**config.mk**
```make
export PLATFORM = sky130hd
export DESIGN_NAME = motor_command_packet_scheduler
export DESIGN_NICKNAME = d
export VERILOG_FILES = /design/src/rtl/mcps_pkg.sv /design/src/rtl/motor_command_packet_scheduler.sv
export SDC_FILE = /design/constraint.sdc
export NUM_CORES = 1
export LEC_CHECK = 0
export ABC_CLOCK_PERIOD_IN_PS = 6000
export BUFFER_PORTS_ARGS = -buffer_cell sky130_fd_sc_hd__buf_2
export CORE_ASPECT_RATIO = 1.4
export CORE_MARGIN = 2
export CORE_UTILIZATION = 56
export DETAILED_ROUTE_END_ITERATION = 8
export GPL_TIMING_DRIVEN = 1
export PLACE_DENSITY = 0.84
export SYNTH_ARGS = -nofsm -noshare
export SYNTH_HDL_FRONTEND = slang
export SYNTH_SLANG_ARGS = --single-unit
```
**constraint.sdc**
```tcl
create_clock -name aclk -period 6 [get_ports aclk]
set_input_delay 0.3 -clock aclk [delete_from_list [all_inputs] [get_ports aclk]]
set_output_delay 0.3 -clock aclk [all_outputs]
set_load 0.03 [all_outputs]
```
**src/rtl/mcps_pkg.sv**
```systemverilog
// mcps_pkg: constants, control word types and microcode table of the
// motor command packet scheduler; no dependencies
`default_nettype none

package mcps_pkg;

    // channel table size and field widths
    localparam int NUM_CHANNELS = 8;
    localparam int CH_W         = 3;
    localparam int CH_CNT_W     = $clog2(NUM_CHANNELS + 1);
    localparam int DRIVE_W      = 9;
    localparam int BYTE_W       = 8;
    localparam int CFG_W        = 8;
    localparam int FRAME_LEN    = 1 + 2 + 1 + 1;

    // command codes
    localparam logic CMD_SET  = 1'b0;
    localparam logic CMD_XMIT = 1'b1;

    // microprogram step counter and step addresses
    typedef logic [3:0] pc_t;

    localparam pc_t STEP_FETCH = 4'd0;
    localparam pc_t STEP_SCAN  = 4'd1;
    localparam pc_t STEP_TEST  = 4'd2;
    localparam pc_t STEP_B0    = 4'd3;
    localparam pc_t STEP_B1    = 4'd4;
    localparam pc_t STEP_B2    = 4'd5;
    localparam pc_t STEP_B3    = 4'd6;
    localparam pc_t STEP_B4    = 4'd7;
    localparam pc_t STEP_SKIP  = 4'd8;

    // frame byte selector
    typedef enum logic [2:0] {
        SEL_CH,
        SEL_FWD,
        SEL_REV,
        SEL_XOR,
        SEL_SUM
    } sel_t;

    // jump conditions
    typedef enum logic [2:0] {
        C_NEVER,
        C_ALWAYS,
        C_IS_SET,
        C_CH_END,
        C_NOT_ELIG
    } cond_t;

    // one control word
    typedef struct packed {
        logic  accept;   // step waits for an input transfer
        logic  emit;     // step loads the output register, waits for room
        sel_t  sel;
        logic  ch_clr;
        logic  ch_inc;
        cond_t cond;
        pc_t   target;
    } ctrl_t;

    // microcode rom
    function automatic ctrl_t ucode_rom(input pc_t pc);
        ctrl_t w;
        w = '{accept: 1'b0, emit: 1'b0, sel: SEL_CH, ch_clr: 1'b0,
              ch_inc: 1'b0, cond: C_ALWAYS, target: STEP_FETCH};
        unique case (pc)
            STEP_FETCH: begin
                w.accept = 1'b1;
                w.ch_clr = 1'b1;
                w.cond   = C_IS_SET;
                w.target = STEP_FETCH;
            end
            STEP_SCAN: begin
                w.cond   = C_CH_END;
                w.target = STEP_FETCH;
            end
            STEP_TEST: begin
                w.cond   = C_NOT_ELIG;
                w.target = STEP_SKIP;
            end
            STEP_B0: begin
                w.emit = 1'b1;
                w.sel  = SEL_CH;
                w.cond = C_NEVER;
            end
            STEP_B1: begin
                w.emit = 1'b1;
                w.sel  = SEL_FWD;
                w.cond = C_NEVER;
            end
            STEP_B2: begin
                w.emit = 1'b1;
                w.sel  = SEL_REV;
                w.cond = C_NEVER;
            end
            STEP_B3: begin
                w.emit = 1'b1;
                w.sel  = SEL_XOR;
                w.cond = C_NEVER;
            end
            STEP_B4: begin
                w.emit   = 1'b1;
                w.sel    = SEL_SUM;
                w.ch_inc = 1'b1;
                w.cond   = C_ALWAYS;
                w.target = STEP_SCAN;
            end
            STEP_SKIP: begin
                w.ch_inc = 1'b1;
                w.cond   = C_ALWAYS;
                w.target = STEP_SCAN;
            end
            default: begin
                w.cond   = C_ALWAYS;
                w.target = STEP_FETCH;
            end
        endcase
        return w;
    endfunction

endpackage

`default_nettype wire

```
**src/rtl/motor_command_packet_scheduler.sv**
```systemverilog
// motor command packet scheduler: channel table, microcoded sequencer and
// output register; depends on mcps_pkg
// a set command is taken at the fetch step; a transmit scans every channel and
// emits a frame for each one that is enabled and pending; the microcode step
// counter spends one step per emitted byte and three per skipped channel.
// one item is handled at a time; the output register lets the last byte wait
// while the next item is taken.
// reset (aresetn low, synchronous): drive table zero, pending flags all one,
// channel mask zero, output empty, sequencer at the fetch step.
`default_nettype none

module motor_command_packet_scheduler (
    input  wire logic                               aclk,
    input  wire logic                               aresetn,
    // configuration
    input  wire logic                               cfg_wr_en,
    input  wire logic [mcps_pkg::CFG_W-1:0]         cfg_wr_data,
    // command channel
    input  wire logic                               s_valid,
    output logic                                    s_ready,
    input  wire logic                               s_command,
    input  wire logic [mcps_pkg::CH_W-1:0]          s_channel,
    input  wire logic signed [mcps_pkg::DRIVE_W-1:0] s_drive_value,
    // frame byte channel
    output logic                                    m_valid,
    input  wire logic                               m_ready,
    output logic [mcps_pkg::BYTE_W-1:0]             m_frame_byte,
    output logic                                    m_last_byte
);
    import mcps_pkg::*;

    logic [CFG_W-1:0]        enabled_reg;
    logic [DRIVE_W-1:0]      drive_reg [NUM_CHANNELS];
    logic [NUM_CHANNELS-1:0] pending_reg;
    pc_t                     pc_reg, pc_next;
    logic [CH_CNT_W-1:0]     ch_reg, ch_next;
    logic                    m_valid_reg, m_valid_next;
    logic [BYTE_W-1:0]       m_byte_reg, m_byte_next;
    logic                    m_last_reg, m_last_next;

    ctrl_t                   ctrl;
    logic                    out_free;
    logic                    go;
    logic                    cond_hit;
    logic [CH_W-1:0]         rd_idx;
    logic [DRIVE_W-1:0]      rd_val;
    logic [NUM_CHANNELS-1:0] elig;
    logic                    more_after;
    logic                    set_fire;
    logic                    set_in_range;
    logic [DRIVE_W:0]        neg_val;
    logic [BYTE_W-1:0]       b_ch, b_fwd, b_rev, b_xor, b_sum, b_sel;

    // current control word
    assign ctrl = ucode_rom(pc_reg);

    // step advances when its input or output handshake allows
    assign out_free = !m_valid_reg || m_ready;
    assign go       = (!ctrl.accept || s_valid) && (!ctrl.emit || out_free);

    // table read port: command channel at fetch, scan pointer otherwise
    assign rd_idx = (pc_reg == STEP_FETCH) ? s_channel : ch_reg[CH_W-1:0];
    assign rd_val = drive_reg[rd_idx];

    // channels due for a frame
    assign elig = enabled_reg[NUM_CHANNELS-1:0] & pending_reg;

    // any due channel after the one being sent
    always_comb begin
        more_after = 1'b0;
        for (int i = 0; i < NUM_CHANNELS; i++) begin
            if (elig[i] && (CH_CNT_W'(i) > ch_reg)) begin
                more_after = 1'b1;
            end
        end
    end

    // frame bytes of the current channel
    always_comb begin
        neg_val = -{rd_val[DRIVE_W-1], rd_val};
        b_ch    = BYTE_W'(ch_reg[CH_W-1:0]);
        b_fwd   = (!rd_val[DRIVE_W-1] && (rd_val != '0)) ? rd_val[BYTE_W-1:0] : '0;
        if (!rd_val[DRIVE_W-1]) begin
            b_rev = '0;
        end else if (neg_val[BYTE_W]) begin
            b_rev = '1;
        end else begin
            b_rev = neg_val[BYTE_W-1:0];
        end
        b_xor = b_ch ^ b_fwd ^ b_rev;
        b_sum = b_ch + b_fwd + b_rev;
    end

    always_comb begin
        unique case (ctrl.sel)
            SEL_CH:  b_sel = b_ch;
            SEL_FWD: b_sel = b_fwd;
            SEL_REV: b_sel = b_rev;
            SEL_XOR: b_sel = b_xor;
            SEL_SUM: b_sel = b_sum;
            default: b_sel = b_ch;
        endcase
    end

    // jump condition
    always_comb begin
        unique case (ctrl.cond)
            C_NEVER:    cond_hit = 1'b0;
            C_ALWAYS:   cond_hit = 1'b1;
            C_IS_SET:   cond_hit = (s_command == CMD_SET);
            C_CH_END:   cond_hit = (ch_reg == CH_CNT_W'(NUM_CHANNELS));
            C_NOT_ELIG: cond_hit = !elig[ch_reg[CH_W-1:0]];
            default:    cond_hit = 1'b1;
        endcase
    end

    // sequencer next state
    always_comb begin
        pc_next = pc_reg;
        ch_next = ch_reg;
        if (go) begin
            pc_next = cond_hit ? ctrl.target : pc_reg + 4'd1;
            if (ctrl.ch_clr) begin
                ch_next = '0;
            end else if (ctrl.ch_inc) begin
                ch_next = ch_reg + 1'b1;
            end
        end
    end

    // output register next state
    always_comb begin
        m_valid_next = m_valid_reg;
        m_byte_next  = m_byte_reg;
        m_last_next  = m_last_reg;
        if (ctrl.emit && go) begin
            m_valid_next = 1'b1;
            m_byte_next  = b_sel;
            m_last_next  = (ctrl.sel == SEL_SUM) && !more_after;
        end else if (m_ready) begin
            m_valid_next = 1'b0;
        end
    end

    // set command write
    assign set_in_range = ({1'b0, s_channel} < (CH_W + 1)'(NUM_CHANNELS));
    assign set_fire     = ctrl.accept && s_valid && (s_command == CMD_SET) && set_in_range;

    // control and table registers
    always_ff @(posedge aclk) begin
        if (!aresetn) begin
            pc_reg      <= STEP_FETCH;
            ch_reg      <= '0;
            m_valid_reg <= 1'b0;
            enabled_reg <= '0;
            pending_reg <= '1;
            for (int i = 0; i < NUM_CHANNELS; i++) begin
                drive_reg[i] <= '0;
            end
        end else begin
            pc_reg      <= pc_next;
            ch_reg      <= ch_next;
            m_valid_reg <= m_valid_next;
            if (cfg_wr_en) begin
                enabled_reg <= cfg_wr_data;
            end
            if (set_fire) begin
                pending_reg[rd_idx] <= (rd_val != s_drive_value);
                drive_reg[rd_idx]   <= s_drive_value;
            end
        end
    end

    // output payload
    always_ff @(posedge aclk) begin
        m_byte_reg <= m_byte_next;
        m_last_reg <= m_last_next;
    end

    assign s_ready      = ctrl.accept;
    assign m_valid      = m_valid_reg;
    assign m_frame_byte = m_byte_reg;
    assign m_last_byte  = m_last_reg;

endmodule

`default_nettype wire

```
* Word-level counts from Yosys, hierarchy flattened
Memory sizes are Yosys's and may differ from the RTL's.
Index checks and enable logic that the tools add are counted.
** Cells by class
- Muxes and demuxes :: 36
- $lt $le $gt $ge :: 11
- Bitwise gates (word level) :: 4
- Reduce and logical (&&, ||, !) cells :: 33
- $add $sub $neg :: 5
- Equality and inequality tests :: 17
** Operators with widths (number)
- $pmux 8 s4 :: 1
- $mux 8 :: 3
- $pmux 4 s5 :: 1
- $mux 1 :: 19
- $eq 4x3->1 const B :: 4
- $gt 3x4->1 const A :: 4
- $logic_and 1x1->1 :: 15
- $eq 3x2->1 const B :: 4
- $mux 4 :: 3
- $pmux 3 s4 :: 1
- $mux 9 :: 1
- $ne 9x9->1 :: 1
- $neg 9->9 :: 1
- $reduce_bool 9->1 :: 1
- $reduce_or 9->1 :: 1
- $add 3x8->8 :: 1
- $add 4x1->4 const B :: 2
- $add 8x8->8 :: 1
- $and 8x8->8 :: 1
- $bwmux 8 :: 1
- $eq 4x2->1 const B :: 2
- $eq 4x4->1 const B :: 2
- $gt 1x4->1 const A :: 2
- $gt 2x4->1 const A :: 2
- other kinds (21) :: 32
** Storage, ports and cells
- Logic and storage cells :: 114
- Output and inout port bits :: 11
- RAM bits :: 72
- Memories kept :: 1
- Input bits :: 26
- Register bits :: 34
** Memories
- drive_reg :: words 8, width 9, read ports 1, clocked after Yosys merged registers in 0, write ports 8, line motor_command_packet_scheduler.sv:33 : logic [DRIVE_W-1:0] drive_reg [NUM_CHANNELS];

* Logic depth before layout (Yosys ltp)
Gate-level depths: netlist (run 1).
- Depth after elaboration :: 12
- Gate-level depth with buffers :: 29
- Gate-level depth less buffers :: 25

* Worst setup path after synthesis (run 1)
No wires, ideal clock.
- Path kind :: register -> register
- Start point :: register pc_reg[0]
- End point :: register m_byte_reg[7] (netlist: m_frame_byte[7]) (data pin)
- Arrival time :: 5.912 ns
- Clock period less this slack :: 6.183 ns
- Cell stages (with the launch flop) :: 28
- Slack :: -0.183 ns
- Setup time :: 0.272 ns
- Buffers on the path :: 2
- Required time :: 5.728 ns
- Path through :: dfxtp_1 -> inv_1 -> ha_1 -> or3b_1 -> buf_6 -> inv_4 -> mux2i_4 -> buf_2 -> mux2i_1 -> o221ai_1 -> inv_1 -> ha_1 -> nand4_1 -> ha_1 -> inv_1 -> o21a_1 -> fa_1 -> ha_1 -> inv_1 -> fa_1 -> nor2b_1 -> o21a_1 -> o21ai_0 -> a211o_1 -> o2111ai_1 -> o211ai_1 -> and4_1 -> or4_1
** Between the ends
- Cells in the longest elaborated chain, start to end :: 9
- Elaborated cells on any way between the ends :: 25
- Classes of those cells :: add/sub: 3; eq/ne: 9; mux: 6; bitwise: 2; reduce/logical: 4; memory: 1
** Ends and longest elaborated chain
- start: declaration :: line motor_command_packet_scheduler.sv:35 : pc_t pc_reg, pc_next;
- start signal: assignment :: line motor_command_packet_scheduler.sv:161 : pc_reg <= pc_next;
- $logic_not 4->1 :: line motor_command_packet_scheduler.sv:62 : assign rd_idx = (pc_reg == STEP_FETCH) ? s_channel : ch_reg[CH_W-1:0];
- $mux 3 :: line motor_command_packet_scheduler.sv:62
- $mem_v2 8x9
- $reduce_bool 9->1 / $logic_not 1->1 (equally long branches)
- $logic_and 1x1->1 :: line motor_command_packet_scheduler.sv:82 : b_fwd = (!rd_val[DRIVE_W-1] && (rd_val != '0)) ? rd_val[BYTE_W-1:0] : '0;
- $mux 8 :: line motor_command_packet_scheduler.sv:82
- $add 3x8->8 / $xor 3x8->8 (equally long branches) :: line motor_command_packet_scheduler.sv:91, motor_command_packet_scheduler.sv:90
- $add 8x8->8 / $xor 8x8->8 (equally long branches) :: line motor_command_packet_scheduler.sv:91, motor_command_packet_scheduler.sv:90
- $pmux 8 s4 * :: line motor_command_packet_scheduler.sv:95 : unique case (ctrl.sel)
- end signal: assignment :: line motor_command_packet_scheduler.sv:176 : m_byte_reg <= m_byte_next;
- end: declaration :: line motor_command_packet_scheduler.sv:38 : logic [BYTE_W-1:0] m_byte_reg, m_byte_next;
Mark *: on every way between the ends. The rest lies on a longest branch, timed or not.
A chain may end at the register's enable or synchronous reset.

* Final worst setup path (run 1)
- Start point :: register pc_reg[1]
- End point :: register m_byte_reg[7] (netlist: m_frame_byte[7]) (data pin)
The elaborated chain is that of the path after synthesis.

==> results of run 1 <==
## repair_timing
action,4_1_cts,5_1_grt
pin swaps,2,20
gates resized for setup,10,35
gates cloned,0,1
endpoints found under the setup margin,1,1
buffers inserted,3,11
## worst max path at each step
stage / endpoint / cells past startpoint
floorplan: m_frame_byte[7]$_SDFFCE_PP0P_ / 26
global placement: m_frame_byte[7]$_SDFFCE_PP0P_ / 25
detailed placement: m_frame_byte[7]$_SDFFCE_PP0P_ / 26
CTS: m_frame_byte[7]$_SDFFCE_PP0P_ / 26
global route: m_frame_byte[7]$_SDFFCE_PP0P_ / 25
finish: m_frame_byte[7]$_SDFFCE_PP0P_ / 26
## power by group
group	leakage [nW]	switching, W	internal (W)
sequential	1.03	0.0000255	0.000838
clock	0.127	0.000278	0.000285
combinational	1.92	0.000975	0.000783
total	3.08	0.00128	0.00191
## final cells by class
class | count | area (um2)
fill | 818 | 3810
timing repair buffer | 101 | 732
clock buffer | 11 | 233
inverter | 20 | 80.1
clock inverter | 5 | 37.5
tap | 147 | 184
sequential | 106 | 2940
multi-input combinational | 502 | 3690
antenna | 1 | 2.50
## layer usage
metal	wire length (um)	vias to the layer above
met3	1420	107
met4	1500	0
met1	6990	2737
met5	0	-
met2	9850	349
li1	-	2573
## critical path: stages (launching register included)
cell and delay, ns:
dfxtp_2 0.33, inv_2 0.08, ha_4 0.14, or3b_4 0.41, clkinv_4 0.10, buf_8 0.15, mux2i_4 0.25, buf_6 0.17
mux2i_2 0.24, o22a_1 0.22, and2_1 0.20, nand4_1 0.16, ha_4 0.31, inv_2 0.03, o21a_1 0.19, fa_1 0.55
ha_2 0.20, inv_2 0.04, fa_2 0.36, nor2b_1 0.12, o21a_1 0.19, o21ai_2 0.08, a211o_1 0.33, o2111ai_2 0.08
o211ai_1 0.11, and4_1 0.16, or4_1 0.45
## metrics by stage
| stage | total power [W] | area (um2) | setup TNS [ns] | instances |
|---|---|---|---|---|
| after floorplan | 0.00196 | 6720 | 0 | 653 |
| after global placement | 0.00232 | 7300 | 0 | 861 |
| after detailed placement | 0.00238 | 7300 | -0.151 | 861 |
| after CTS | 0.00298 | 7650 | 0 | 880 |
| after global routing | 0.00333 | 7890 | -0.0965 | 893 |
| final | 0.00318 | 7890 | 0 | 893 |
## logic make-up (layout without fill, tap and decap cells)
family	Yosys count	after routing	share of synthesized area [%]
compound gates	138	138	15.3
flops	106	106	44.1
simple gates	273	273	22.0
other cells	0	1	0
mux	54	54	8.72
buf+inv	45	137	3.33
xor+xnor	14	14	1.84
fa+ha+maj	23	23	4.77
## cell usage in the layout, fill, tap and decap left out, types with 4 or more instances in the layout
| cell | n |
|---|---|
| buf_2 | 36 |
| xnor2_1 | 9 |
| o21ai_1 | 4 |
| o21ai_0 | 17 |
| nand3b_1 | 5 |
| and2_1 | 83 |
| a21oi_1 | 24 |
| inv_1 | 14 |
| nand2_1 | 50 |
| a22oi_1 | 4 |
| inv_2 | 5 |
| xor2_1 | 5 |
| a221o_1 | 4 |
| clkbuf_16 | 10 |
| nor3_1 | 12 |
| o22a_1 | 4 |
| nor3b_1 | 4 |
| dfxtp_1 | 23 |
| o21a_1 | 6 |
| nor2_1 | 47 |
| mux2i_1 | 34 |
| a21o_1 | 6 |
| mux2i_4 | 4 |
| buf_4 | 57 |
| edfxtp_1 | 81 |
| a31oi_1 | 15 |
| ha_1 | 15 |
| a211oi_1 | 4 |
| nand3_1 | 19 |
| nor2b_1 | 19 |
| a221oi_1 | 5 |
| nand2b_1 | 15 |
| mux2i_2 | 9 |
==> impl_metrics.py, run 1 <==
metrics = {
    "logic_synthesis": {
        "yosys.cell_count.top_type": "and2_1",
        "syn_avg_cell_area_um2": 10.2,
        "synth_cells": 653,
        "synth_area_leaders": "edfxtp_1, and2_1, dfxtp_1",
        "yosysTopAreaCellShare_pct": 36.5,
        "ys_ff_latch": 106,
        "synth_area_um2": 6660,
        "ys_types": 74,
        "ys.flop_type": "edfxtp_1",
        "synth-seq-area-share_pct": 44.1,
        "yosysWarnings": 0,
        "synth_edf_count": 81,
        "synth_common_cells": "and2_1, edfxtp_1, nand2_1",
        "synthesis.nets": 702,
        "async_reset_ff_share_pct": 0,
        "synth_area_leader_cell": "edfxtp_1",
    },
    "global_routing": {
        "grt_pass1_vias": 5583,
        "grt_pass1_wl_um": 29400,
        "grt_max_degree": 27,
        "antenna_found_initial": 1,
        "grt_usage_pct": 30.8,
        "grtUsageMet3_pct": 3.13,
        "grt_util_met2_pct": 52.6,
        "grt-ovfl-total": 0,
        "top_usage_layer": "met2",
        "use_met1_pct": 36.3,
    },
    "routing": {
        "drt_first_pass_iters": 5,
        "wl_per_cell_um": 22.1,
        "drtAntennaViolNets": 0,
        "wirelength_um": 19800,
        "viasPerCell": 6.46,
        "drc_errors": 0,
        "vias": 5766,
        "drt-initial-drc-count": 652,
    },
    "hold_path": {
        "hold_depth": 3,
        "hold_path_end": "enabled_reg[1]$_SDFFE_PN0P_",
        "hp-class": "in -> reg",
        "min_from": "cfg_wr_data[1]",
    },
    "timing": {
        "post-route-period-util_pct": 98.3,
        "relSlewSlack_pct": 30.5,
        "whs_ns": 0.198,
        "fin_crit_ns": 5.90,
        "fmax_ghz": 0.169,
        "setup_violations": 0,
        "fin_ws_ns": 0.0997,
        "fin_skew_ns": 0.00755,
        "finalHoldViolations": 0,
        "rsz0062_at_grt": "true",
        "tightest_slew_ns": 1.04,
        "report.final.slew_viol_count": 0,
    },
    "place": {
        "detailedPlacementHpwl_um": 13800,
        "place.gp.congestion": 0.984,
        "port_buffers": 36,
        "dp_slack_ns": -0.151,
    },
    "die": {
        "fp.dieArea_um2": 12800,
        "core.rowCount": 47,
        "die_w_um": 96.2,
        "coreArea_um2": 11700,
        "fp.dieH_um": 133,
        "io_pins": 37,
        "initial_core_util_pct": 56.9,
    },
    "clock_tree": {
        "clock-sinks": 106,
        "cts_tree": "built",
        "path_clk_slew_ns": 0.07,
        "postCtsHoldBufs": 0,
        "clock_path_buffers": 2,
        "htreeDepth": 3,
        "cts-buffers-inserted": 9,
        "clk_latency_ns": 0.36,
        "cts-root-buf": "clkbuf_16",
    },
    "critical_path": {
        "cp-end-kind": "register",
        "rr_worst_depth": 26,
        "regToRegEndpoint": "m_frame_byte[7]$_SDFFCE_PP0P_",
        "path_max_fanout": 11,
        "start_kind": "register",
        "crit_path_start": "pc_reg[1]$_SDFFE_PN0P_",
        "crit_required_ns": 6.10,
        "reg2reg_slack_ns": 0.1,
        "critical_path_class": "reg -> reg",
        "cp.arrival_ns": 6.00,
        "r2r_start": "pc_reg[1]$_SDFFE_PN0P_",
    },
    "finish": {
        "layout-drive-gt1-share_pct": 23.1,
        "areaGrowthSynthToFinish_pct": 18.5,
        "fin_nets": 789,
        "largest_reg_flops": 72,
        "utilization_pct": 67.4,
    },
    "pwr": {
        "leakage_nw": 3.08,
        "irDropWorstVdd_v": 0.000176,
        "power.density_nw_per_um2": 403,
    },
    "job": {
        "drv_cap": 0,
    },
    "outcome": {
        "outcome": "completed",
    },
}
Power figures use the tool's default switching activity.
==> run 2: changes to the inputs <==
--- a/config.mk
+++ b/config.mk
@@ -5,14 +5,14 @@
 export SDC_FILE = /design/constraint.sdc
 export NUM_CORES = 1
 export LEC_CHECK = 0
-export ABC_CLOCK_PERIOD_IN_PS = 6000
+export ABC_CLOCK_PERIOD_IN_PS = 5700
 export BUFFER_PORTS_ARGS = -buffer_cell sky130_fd_sc_hd__buf_2
 export CORE_ASPECT_RATIO = 1.4
 export CORE_MARGIN = 2
-export CORE_UTILIZATION = 56
+export CORE_UTILIZATION = 62
 export DETAILED_ROUTE_END_ITERATION = 8
 export GPL_TIMING_DRIVEN = 1
-export PLACE_DENSITY = 0.84
+export PLACE_DENSITY = 0.88
 export SYNTH_ARGS = -nofsm -noshare
 export SYNTH_HDL_FRONTEND = slang
 export SYNTH_SLANG_ARGS = --single-unit
==> constraint.sdc (replaced) <==
create_clock -name aclk -period 5.7 [get_ports aclk]
set_input_delay 0.285 -clock aclk [delete_from_list [all_inputs] [get_ports aclk]]
set_output_delay 0.285 -clock aclk [all_outputs]
set_load 0.03 [all_outputs]
==> run 2 against run 1 <==
Global-route usage grew 2.2 points. First-iteration DRC count fell by 12%. Wire length is 6.1% lower. Critical path type unchanged. Largest cell class unchanged. Via count is 1.9% lower. Flip-flop and latch count unchanged. Register-to-register slack worse by 0.17 ns. Power grew 6.5%. Critical path depth unchanged. Maximum frequency is 2.3% higher. Die area decreased by 9.3%. Worst hold slack gained 0.0067 ns. Clock skew is essentially flat. The flow now finishes with violations (negative setup slack).
==> impl_metrics.py, run 2 (synthesized netlist as in run 1, its figures left out) <==
metrics = {
    "outcome": {
        "outcome": "finished, violations left",
        "violations": "negative setup slack",
    },
    "clock_tree": {
        "cts-buffers-inserted": 9,
        "cts-root-buf": "clkbuf_16",
        "path_clk_slew_ns": 0.07,
        "cts_tree": "built",
        "clk_latency_ns": 0.35,
        "htreeDepth": 3,
        "postCtsHoldBufs": 0,
        "clock_path_buffers": 2,
        "clock-sinks": 106,
    },
    "timing": {
        "post-route-period-util_pct": 101,
        "fmax_ghz": 0.173,
        "fin_setup_tns_ns": -0.0690,
        "report.final.slew_viol_count": 0,
        "rsz0062_at_grt": "true",
        "tightest_slew_ns": 1.15,
        "setup_violations": 1,
        "fin_ws_ns": -0.0690,
        "fin_crit_ns": 5.77,
        "fin_skew_ns": 0.00750,
        "finalHoldViolations": 0,
        "whs_ns": 0.205,
        "relSlewSlack_pct": 22.5,
    },
    "critical_path": {
        "reg2reg_slack_ns": -0.07,
        "cp.arrival_ns": 5.86,
        "crit_path_start": "pc_reg[1]$_SDFFE_PN0P_",
        "critical_path_class": "reg -> reg",
        "r2r_start": "pc_reg[1]$_SDFFE_PN0P_",
        "regToRegEndpoint": "m_frame_byte[7]$_SDFFCE_PP0P_",
        "path_max_fanout": 6,
        "crit_required_ns": 5.79,
        "start_kind": "register",
        "cp-end-kind": "register",
        "rr_worst_depth": 26,
    },
    "finish": {
        "fin_nets": 807,
        "n_antenna_cell": 0,
        "largest_reg_flops": 72,
        "areaGrowthSynthToFinish_pct": 19.5,
        "mostFrequentLayoutCell": "and2_1",
        "n_fill_cell": 679,
        "design_area_um2": 7960,
        "final_cell_mix": "and2_1, edfxtp_1, buf_4",
        "layout-drive-gt1-share_pct": 24.2,
    },
    "pwr": {
        "finalPower_w": 0.00339,
        "seq_power_share_pct": 26.7,
        "irDropWorstVdd_v": 0.000235,
        "pwr-share-clk_pct": 17.5,
        "power.density_nw_per_um2": 426,
        "switching_share_pct": 39.5,
        "leakage_nw": 3.15,
        "p_int_w": 0.00205,
        "p_sw_w": 0.00134,
        "p_comb_share_pct": 55.8,
    },
    "die": {
        "initial_core_util_pct": 64.0,
        "io_pins": 37,
        "fp.dieH_um": 127,
        "die_w_um": 91.6,
        "core.rowCount": 44,
        "coreArea_um2": 10400,
        "fp.dieArea_um2": 11600,
    },
    "hold_path": {
        "hp-class": "in -> reg",
        "hold_path_end": "enabled_reg[7]$_SDFFE_PN0P_",
        "hold_depth": 3,
        "min_from": "cfg_wr_data[7]",
    },
    "global_routing": {
        "grt_usage_pct": 33.0,
        "grt_pass1_wl_um": 29300,
        "grt-ovfl-total": 0,
        "grt_pass1_vias": 5614,
        "antenna_found_initial": 0,
        "grt_max_degree": 27,
    },
    "routing": {
        "drt_first_pass_iters": 7,
        "wl_per_cell_um": 20.6,
        "drc_errors": 0,
        "wirelength_um": 18600,
        "viasPerCell": 6.28,
        "drtAntennaViolNets": 0,
        "drt-initial-drc-count": 577,
        "vias": 5658,
    },
    "place": {
        "port_buffers": 36,
        "place.gp.congestion": 0.966,
        "dp_slack_ns": -0.417,
        "place_area_um2": 7460,
        "detailedPlacementHpwl_um": 13700,
    },
    "job": {
        "drv_cap": 0,
    },
}
run 2: power by group through the flow:
stage	clock network, W	logic (W)	registers (W)
after CTS	0.000598	0.00185	0.000906
after global routing	0.000626	0.00203	0.000910
after detailed placement	0	0.00170	0.000921
final	0.000594	0.00189	0.000906
after global placement	0	0.00164	0.000919
after floorplan	0	0.00116	0.000919
run 2: what timing repair did:
action	CTS	global route
gates resized for setup	25	1
gates cloned	0	0
pin swaps	17	0
endpoints found under the setup margin	2	1
buffers inserted	11	0
run 2: how the worst max path moves through the flow:
stage / end / slack [ns] / depth (start not counted)
2_1_floorplan: m_frame_byte[7]$_SDFFCE_PP0P_ / -0.25 / 26
3_3_place_gp: m_frame_byte[7]$_SDFFCE_PP0P_ / -0.23 / 24
3_5_place_dp: m_frame_byte[7]$_SDFFCE_PP0P_ / -0.42 / 24
4_1_cts: m_frame_byte[7]$_SDFFCE_PP0P_ / -0.01 / 25
5_1_grt: m_frame_byte[7]$_SDFFCE_PP0P_ / -0.35 / 27
6_report: m_frame_byte[7]$_SDFFCE_PP0P_ / -0.07 / 26
run 2: layout make-up:
| class | instances | area, um2 | share of cell area, % |
|---|---|---|---|
| multi-input cells | 502 | 3650 | 45.9 |
| flip-flops and latches | 106 | 2940 | 36.9 |
| repair buffers | 119 | 832 | 10.5 |
| clock buffers | 10 | 229 | 2.88 |
| well taps | 138 | 173 | 2.17 |
| inverters | 20 | 82.6 | 1.04 |
| clock inverters | 6 | 50.0 | 0.629 |
run 2: stage by stage:
stage	utilization, %	instances
3_5_place_dp	71.7	873
4_1_cts	76.4	900
5_1_grt	76.5	901
2_1_floorplan	-	653
6_report	76.5	901
3_3_place_gp	71.7	873
run 2: critical path: stages (launching register included):
cell and delay (ns):
dfxtp_2 0.33, inv_2 0.07, ha_4 0.13, or3b_4 0.42, inv_8 0.10, buf_6 0.11, mux2i_4 0.24, buf_6 0.19
mux2i_2 0.27, o22ai_1 0.15, nor2_1 0.20, nand4_1 0.17, ha_4 0.31, inv_2 0.03, o21a_1 0.20, fa_1 0.53
ha_2 0.19, inv_1 0.05, fa_2 0.33, nor2b_1 0.12, o21a_1 0.19, o2111a_1 0.21, a211oi_1 0.07, a21oi_1 0.18
o211ai_1 0.10, and4_1 0.16, or4_1 0.45
run 2: metal layers:
metal / global-route usage [%] / routed length (um)
met1: 37.9 / 6620
met2: 58.8 / 9690
met3: 5.05 / 1230
met4: 17.6 / 1000
met5: 0 / 0
